`config.mk`:
```
export PLATFORM = sky130hd
export DESIGN_NAME = sliding_window_framer
export DESIGN_NICKNAME = d
export VERILOG_FILES = /design/src/rtl/swf_pkg.sv /design/src/rtl/sliding_window_framer.sv /design/src/rtl/swf_ctrl.sv /design/src/rtl/swf_datapath.sv
export SDC_FILE = /design/constraint.sdc
export NUM_CORES = 1
export LEC_CHECK = 0
export ABC_AREA = 1
export BUFFER_PORTS_ARGS = -buffer_cell sky130_fd_sc_hd__buf_2
export CORE_UTILIZATION = 36
export CTS_CLUSTER_SIZE = 20
export DETAILED_ROUTE_END_ITERATION = 8
export HOLD_SLACK_MARGIN = 0.1
export PLACE_DENSITY = 0.58
export SYNTH_ARGS = -nofsm -noshare
export SYNTH_HDL_FRONTEND = slang
export SYNTH_SLANG_ARGS = --single-unit
```
`constraint.sdc`:
```
create_clock -name clk -period 6.6 [get_ports clk]
set_input_delay 0.33 -clock clk [delete_from_list [all_inputs] [get_ports clk]]
set_output_delay 0.33 -clock clk [all_outputs]
set_load 0.02 [all_outputs]
```
`src/rtl/swf_pkg.sv`:
```
// Shared types and constants for the sliding window framer.
// No dependencies; used by swf_ctrl, swf_datapath and sliding_window_framer.
`default_nettype none

package swf_pkg;

    localparam int MAX_WINDOW  = 64;
    localparam int SAMPLE_BITS = 16;
    localparam int PTR_W       = $clog2(MAX_WINDOW);
    localparam int CFG_W       = 7;
    localparam int CFG_IDX_W   = 1;

    localparam logic [CFG_W-1:0] WINDOW_RESET = CFG_W'(64);
    localparam logic [CFG_W-1:0] STEP_RESET   = CFG_W'(32);

    typedef enum logic [CFG_IDX_W-1:0] {
        CFG_WINDOW_SIZE = 1'b0,
        CFG_STEP_SIZE   = 1'b1
    } cfg_index_t;

    typedef enum logic [1:0] {
        ST_IDLE = 2'b01,
        ST_EMIT = 2'b10
    } state_t;

    typedef struct packed {
        logic accept_in;
        logic start_window;
        logic issue_read;
    } swf_cmd_t;

    typedef struct packed {
        logic window_due;
        logic read_ok;
        logic read_last;
    } swf_status_t;

endpackage

`default_nettype wire

```
`src/rtl/sliding_window_framer.sv`:
```
// Sliding window framer top level: controller plus datapath.
// The first item of a window reaches the outputs after the sample that
// completes a hop, via the emit state, ring read and output registers.
// Throughput: a window of W items streams at one item per cycle unless
// out_stall is high; intake stalls during read-out (single ring read port).
// Reset: ring reads as zero via per-entry valid flops; no clearing pass.
// Depends on swf_pkg, swf_ctrl and swf_datapath.
`default_nettype none

module sliding_window_framer (
    input  wire logic                            clk,
    input  wire logic                            rst_n,
    input  wire logic                            cfg_we,
    input  wire logic [swf_pkg::CFG_IDX_W-1:0]   cfg_index,
    input  wire logic [swf_pkg::CFG_W-1:0]       cfg_data,
    input  wire logic                            in_valid,
    output logic                                 in_stall,
    input  wire logic [swf_pkg::SAMPLE_BITS-1:0] sample,
    output logic                                 out_valid,
    input  wire logic                            out_stall,
    output logic [swf_pkg::SAMPLE_BITS-1:0]      window_sample,
    output logic [swf_pkg::PTR_W-1:0]            position,
    output logic                                 last_of_window
);

    swf_pkg::swf_cmd_t    cmd;
    swf_pkg::swf_status_t sts;

    swf_ctrl u_ctrl (
        .clk      (clk),
        .rst_n    (rst_n),
        .in_valid (in_valid),
        .in_stall (in_stall),
        .sts      (sts),
        .cmd      (cmd)
    );

    swf_datapath u_dp (
        .clk            (clk),
        .rst_n          (rst_n),
        .cfg_we         (cfg_we),
        .cfg_index      (cfg_index),
        .cfg_data       (cfg_data),
        .sample         (sample),
        .cmd            (cmd),
        .sts            (sts),
        .out_valid      (out_valid),
        .out_stall      (out_stall),
        .window_sample  (window_sample),
        .position       (position),
        .last_of_window (last_of_window)
    );

    a_due_stalls: assert property (@(posedge clk) disable iff (!rst_n)
        in_valid && !in_stall && sts.window_due |=> in_stall)
        else $error("intake not stalled after a completed hop");

    a_read_in_emit: assert property (@(posedge clk) disable iff (!rst_n)
        cmd.issue_read |-> in_stall && !cmd.accept_in)
        else $error("ring read issued while taking samples");

    a_start_only_on_accept: assert property (@(posedge clk) disable iff (!rst_n)
        cmd.start_window |-> cmd.accept_in)
        else $error("window started without an accepted sample");

endmodule

`default_nettype wire

```
`src/rtl/swf_ctrl.sv`:
```
// Controller for the sliding window framer: sample intake and window read-out.
// Depends on swf_pkg.
`default_nettype none

module swf_ctrl (
    input  wire logic                 clk,
    input  wire logic                 rst_n,
    input  wire logic                 in_valid,
    output logic                      in_stall,
    input  wire swf_pkg::swf_status_t sts,
    output swf_pkg::swf_cmd_t         cmd
);

    swf_pkg::state_t state_reg;
    swf_pkg::state_t state_next;

    always_comb
    begin
        state_next       = state_reg;
        in_stall         = 1'b1;
        cmd.accept_in    = 1'b0;
        cmd.start_window = 1'b0;
        cmd.issue_read   = 1'b0;
        unique case (state_reg)
            swf_pkg::ST_IDLE:
            begin
                in_stall      = 1'b0;
                cmd.accept_in = in_valid;
                if (in_valid && sts.window_due)
                begin
                    cmd.start_window = 1'b1;
                    state_next       = swf_pkg::ST_EMIT;
                end
            end
            swf_pkg::ST_EMIT:
            begin
                cmd.issue_read = sts.read_ok;
                if (sts.read_ok && sts.read_last)
                begin
                    state_next = swf_pkg::ST_IDLE;
                end
            end
            default:
            begin
                state_next = swf_pkg::ST_IDLE;
            end
        endcase
    end

    always_ff @(posedge clk or negedge rst_n)
    begin
        if (!rst_n)
        begin
            state_reg <= swf_pkg::ST_IDLE;
        end
        else
        begin
            state_reg <= state_next;
        end
    end

endmodule

`default_nettype wire

```
`src/rtl/swf_datapath.sv`:
```
// Datapath for the sliding window framer: config registers, sample ring,
// hop counter, read pipeline and output register. Depends on swf_pkg.
`default_nettype none

module swf_datapath (
    input  wire logic                                clk,
    input  wire logic                                rst_n,
    input  wire logic                                cfg_we,
    input  wire logic [swf_pkg::CFG_IDX_W-1:0]       cfg_index,
    input  wire logic [swf_pkg::CFG_W-1:0]           cfg_data,
    input  wire logic [swf_pkg::SAMPLE_BITS-1:0]     sample,
    input  wire swf_pkg::swf_cmd_t                   cmd,
    output swf_pkg::swf_status_t                     sts,
    output logic                                     out_valid,
    input  wire logic                                out_stall,
    output logic [swf_pkg::SAMPLE_BITS-1:0]          window_sample,
    output logic [swf_pkg::PTR_W-1:0]                position,
    output logic                                     last_of_window
);

    localparam int PW = swf_pkg::PTR_W;
    localparam int CW = swf_pkg::CFG_W;
    localparam int SW = PW + 2;
    localparam logic [CW-1:0] MAXW = CW'(swf_pkg::MAX_WINDOW);
    localparam logic [SW-1:0] MAXS = SW'(swf_pkg::MAX_WINDOW);

    logic [CW-1:0] window_size_reg;
    logic [CW-1:0] step_size_reg;
    logic [CW-1:0] win_len;
    logic [CW-1:0] hop_len;

    logic [swf_pkg::SAMPLE_BITS-1:0] ring_mem [swf_pkg::MAX_WINDOW];
    logic [swf_pkg::MAX_WINDOW-1:0]  ring_vld_reg;

    logic [PW-1:0] wp_reg;
    logic [PW-1:0] wp_next;
    logic [CW-1:0] hop_reg;
    logic [CW-1:0] hop_inc;
    logic [PW-1:0] base_reg;
    logic [PW-1:0] base_next;
    logic [SW-1:0] base_sum;
    logic [PW-1:0] k_reg;
    logic [PW-1:0] rd_addr;
    logic [SW-1:0] addr_sum;

    logic [swf_pkg::SAMPLE_BITS-1:0] rd_data_reg;
    logic                            rd_vld_reg;
    logic [PW-1:0]                   rd_pos_reg;
    logic                            rd_last_reg;
    logic                            rd_pend_reg;
    logic                            rd_pend_next;
    logic                            move;

    logic                            out_valid_reg;
    logic                            out_valid_next;
    logic [swf_pkg::SAMPLE_BITS-1:0] out_sample_reg;
    logic [PW-1:0]                   out_pos_reg;
    logic                            out_last_reg;

    // effective window and hop
    always_comb
    begin
        win_len = window_size_reg;
        if (window_size_reg == '0)
        begin
            win_len = CW'(1);
        end
        else if (window_size_reg > MAXW)
        begin
            win_len = MAXW;
        end
        hop_len = step_size_reg;
        if (step_size_reg == '0)
        begin
            hop_len = CW'(1);
        end
        else if (step_size_reg > win_len)
        begin
            hop_len = win_len;
        end
    end

    always_comb
    begin
        if (wp_reg == PW'(swf_pkg::MAX_WINDOW - 1))
        begin
            wp_next = '0;
        end
        else
        begin
            wp_next = wp_reg + PW'(1);
        end
        hop_inc  = hop_reg + CW'(1);
        base_sum = SW'(wp_next) + MAXS - SW'(win_len);
        if (base_sum >= MAXS)
        begin
            base_next = PW'(base_sum - MAXS);
        end
        else
        begin
            base_next = PW'(base_sum);
        end
        addr_sum = SW'(base_reg) + SW'(k_reg);
        if (addr_sum >= MAXS)
        begin
            rd_addr = PW'(addr_sum - MAXS);
        end
        else
        begin
            rd_addr = PW'(addr_sum);
        end
    end

    assign move           = rd_pend_reg && (!out_valid_reg || !out_stall);
    assign rd_pend_next   = cmd.issue_read || (rd_pend_reg && !move);
    assign out_valid_next = move || (out_valid_reg && out_stall);

    assign sts.window_due = (hop_inc >= hop_len);
    assign sts.read_ok    = !rd_pend_reg || move;
    assign sts.read_last  = (k_reg == PW'(win_len - CW'(1)));

    always_ff @(posedge clk or negedge rst_n)
    begin
        if (!rst_n)
        begin
            window_size_reg <= swf_pkg::WINDOW_RESET;
            step_size_reg   <= swf_pkg::STEP_RESET;
        end
        else if (cfg_we)
        begin
            unique case (swf_pkg::cfg_index_t'(cfg_index))
                swf_pkg::CFG_WINDOW_SIZE: window_size_reg <= cfg_data;
                swf_pkg::CFG_STEP_SIZE:   step_size_reg   <= cfg_data;
                default:                  window_size_reg <= window_size_reg;
            endcase
        end
    end

    // ring store; entries never written read as zero
    always_ff @(posedge clk)
    begin
        if (cmd.accept_in)
        begin
            ring_mem[wp_reg] <= sample;
        end
        if (cmd.issue_read)
        begin
            rd_data_reg <= ring_mem[rd_addr];
        end
    end

    always_ff @(posedge clk or negedge rst_n)
    begin
        if (!rst_n)
        begin
            ring_vld_reg <= '0;
            wp_reg       <= '0;
            hop_reg      <= '0;
        end
        else if (cmd.accept_in)
        begin
            ring_vld_reg[wp_reg] <= 1'b1;
            wp_reg               <= wp_next;
            hop_reg              <= sts.window_due ? '0 : hop_inc;
        end
    end

    always_ff @(posedge clk or negedge rst_n)
    begin
        if (!rst_n)
        begin
            k_reg         <= '0;
            rd_pend_reg   <= 1'b0;
            out_valid_reg <= 1'b0;
        end
        else
        begin
            rd_pend_reg   <= rd_pend_next;
            out_valid_reg <= out_valid_next;
            if (cmd.start_window)
            begin
                k_reg <= '0;
            end
            else if (cmd.issue_read)
            begin
                k_reg <= k_reg + PW'(1);
            end
        end
    end

    always_ff @(posedge clk)
    begin
        if (cmd.start_window)
        begin
            base_reg <= base_next;
        end
        if (cmd.issue_read)
        begin
            rd_vld_reg  <= ring_vld_reg[rd_addr];
            rd_pos_reg  <= k_reg;
            rd_last_reg <= sts.read_last;
        end
        if (move)
        begin
            out_sample_reg <= rd_vld_reg ? rd_data_reg : '0;
            out_pos_reg    <= rd_pos_reg;
            out_last_reg   <= rd_last_reg;
        end
    end

    assign out_valid      = out_valid_reg;
    assign window_sample  = out_sample_reg;
    assign position       = out_pos_reg;
    assign last_of_window = out_last_reg;

endmodule

`default_nettype wire
```
==> flow_metrics.tcl <==
set metrics [dict create \
    gr-total-overflow 0 \
    cts_buffers 118 \
    clock-sinks 1178 \
    dp_cells 5517 \
    via_per_inst 5.38 \
    largest_reg_flops 1024 \
    ys_seq_area_frac 0.728 \
    critical_path.startpoint "u_dp.k_reg[0]" \
    worst-slew-pin-transition_ns 1.32 \
    die_w_um 367 \
    gp_congestion 0.797 \
    vias 30900 \
    yosysUniqueCellTypes 35 \
    clockRootBuffer "clkbuf_16" \
    wl_per_cell_um 23.3 \
    finClkSkew_ns 0.0326 \
    antenna_found_initial 3 \
    crit_chain "ha_4 -> fa_4 -> xor2_4 -> buf_4 -> buf_4 -> o211ai_1 -> nand3_1 -> nand3_1 -> nand3_1 -> nand2_1" \
    arrival_ns 4.88 \
    firstDrtPassIters 6 \
    cp.required_ns 7.07 \
    drive_above_1_share 0.0979 \
    cts.reportedPaths.clkPinSlew_ns 0.07 \
    yosysWarnings 0 \
    track_usage 0.195 \
    status "completed" \
    setup_viol 0 \
    use_met1 0.275 \
    std_cell_rows 133 \
    start_util 0.364 \
    crit_family "buffers and inverters" \
    synthesis.area_sq_um 47900 \
    critical_path_class "flop to flop" \
    tns_ns 0 \
    grt_pass1_wl_um 197000 \
    area_growth_syn_to_layout_pct 13.1 \
    worstSetupEndpointType "flop" \
    cts_tree "done" \
    final_antenna_net_count 0 \
    worstSkewPairLatency_ns 0.73 \
    peakVddDrop_uv 407 \
    portBuffers 53 \
    ios 54 \
    syn_nets 3913 \
    die-area_sq_um 135000 \
    core_sq_um 132000 \
    final_util 0.411 \
    holdWs_ns 0.141 \
    max-cap-violations 0 \
    worstPathMaxFanout 80 \
    multi_input_area_sq_um 11500 \
    startpoint_type "flop" \
    grt_use_met2 0.310 \
    fillers 12300 \
    cts_resized 0 \
    fin_crit_ns 4.41 \
    finalHoldViolCount 0 \
    drt_iter0_markers 3743 \
    grt_max_degree 166 \
    cp_num_buf_inv 2 \
    clock_path_buffers 3 \
    grt_setup_unrepaired "no" \
    die_h_um 367 \
    regArea_sq_um 34900 \
    htree_levels 3 \
    synth_seq_cells 1178 \
    grt_pass1_vias 29100 \
    fin_cells 5752 \
    grt_use_met3 0.0313 \
    drc_errors 0 \
    final_max_slew_viol_count 0 \
    fin_crit_sh 0.668 \
    worst_hold_path_type "input pin to flop" \
    synth_cells 3854 \
    drt_wl_total_um 134000 \
    hpwl_um 72500 \
    worstReg2RegStart "u_dp.k_reg[0]" \
    finalNetCount 3951 \
    power.density_nw_per_um2 430 \
    critPathMaxStageDelay_ns 0.99 \
    grt_busiest_layer "met2" \
    cp_slowest_cell "buf_4" \
    maxSlewHeadroom 0.121 \
    power.leakage_nw 18.3 \
    fmax_mhz 227 \
    min-delay-start "cfg_index" \
    synth.avg_cell_area_sq_um 12.4 \
    cpMostUsedCell "nand3_1" \
]
## power by group
group | total (mW) | internal, mW | leakage (nW) | switching, mW
Sequential | 8.66 | 8.53 | 10.9 | 0.131
Combinational | 7.88 | 2.13 | 5.55 | 5.75
Clock | 6.78 | 3.88 | 1.90 | 2.90
Total | 23.3 | 14.5 | 18.3 | 8.78
## worst min-delay path: cells and delay by family
kind / cells / cell delay (ns)
AO/OA/AOI/OAI: 1 / 0.07
buffers and inverters: 1 / 0.09
AND/OR/NAND/NOR: 2 / 0.37
## metrics by stage
step / setup slack [ns] / area (sq um) / power (mW)
after CTS: 2.21 / 54200 / 23.4
final: 2.19 / 54200 / 23.3
after global placement: 2.31 / 50200 / 16.6
after floorplan: 3.45 / 47900 / 13.8
after global routing: 2.07 / 54200 / 24.4
after detailed placement: 2.26 / 50200 / 16.7
## per-layer routing
layer | share of wire | vias to the layer above
li1 | - | 14100
met1 | 0.44 | 15500
met3 | 0.071 | 197
met2 | 0.47 | 1128
met5 | 0 | -
met4 | 0.026 | 0
## kinds of logic after synthesis
| logic type | count (synthesis) | synth area share |
|---|---|---|
| AO/OA/AOI/OAI | 910 | 0.109 |
| XOR/XNOR | 22 | 0.00418 |
| adder cells (fa/ha/maj) | 30 | 0.00815 |
| buffers and inverters | 366 | 0.0345 |
| flip-flops | 1178 | 0.728 |
| AND/OR/NAND/NOR | 1348 | 0.116 |
## placed cells by master (no fill, tap or decap), drive strengths merged, types with 2 or more instances in the layout
master,n
xnor2,5
ha,28
dfrtp,98
o211ai,270
dlygate4sd3,10
inv,117
nor2,858
a21oi,37
or2,34
xor2,17
edfxtp,1077
nor4,2
o21a,2
o21ai,600
nor3,7
fa,2
bufinv,11
nand2,151
clkbuf,156
nand3,281
dfstp,3
clkinv,46
buf,160
clkinvlp,6
nand4,12
diode,3
## final cells by class
cell class / instances / share of cell area
clock buffers: 156 / 0.0596
well taps: 1755 / 0.0405
multi-input cells: 2310 / 0.212
flip-flops and latches: 1178 / 0.644
repair buffers: 170 / 0.0237
diodes: 3 / 0.000139
clock inverters: 66 / 0.0123
inverters: 114 / 0.00818
## final timing paths
kind / cells past startpoint / slack, ns / endpoint
setup reg to reg: 10 / 2.19 / u_dp.rd_data_reg[6]
hold / removal: 4 / 0.14 / u_dp.step_size_reg[5]
min in group asynchronous: 2 / 0.20 / u_dp.ring_vld_reg[10]
hold reg to reg: 0 / 0.42 / u_dp.position[2]
max in group asynchronous: 3 / 5.14 / u_dp.out_valid
setup / recovery: 10 / 2.19 / u_dp.rd_data_reg[6]
## synth_stat cells
library cell	number	area, sq um
nor2_1	858	3220
nor4_1	2	12.5
nand2_2	1	6.26
a21o_1	1	7.51
nor3b_1	1	7.51
edfxtp_1	1077	32300
o21a_1	2	15.0
o21ai_1	25	125
nand2_1	150	563
buf_4	35	263
ha_1	28	350
o21ai_0	575	2880
nand3_1	280	1400
nand3b_1	1	7.51
xnor2_1	4	35.0
dfrtp_1	98	2450
fa_1	2	40.0
nand3_2	1	10.0
a21oi_1	37	185
nand4_1	12	75.1
or2_2	32	200
nor3_1	7	35.0
buf_6	7	78.8
or2_1	2	12.5
o211ai_1	270	2030
buf_1	28	105
inv_2	5	18.8
dfstp_2	3	78.8
clkbuf_1	107	402
xor2_1	17	149
buf_2	75	375
clkinv_1	3	11.3
and3_1	1	6.26
inv_1	106	398
xnor2_2	1	16.3
## repair_timing
action | 4_1_cts | 5_1_grt
hold endpoints to repair | 68 | 0
setup buffers | 0 | 0
hold buffers | 10 | 0
No activity file was read; power rests on OpenSTA's default activity.
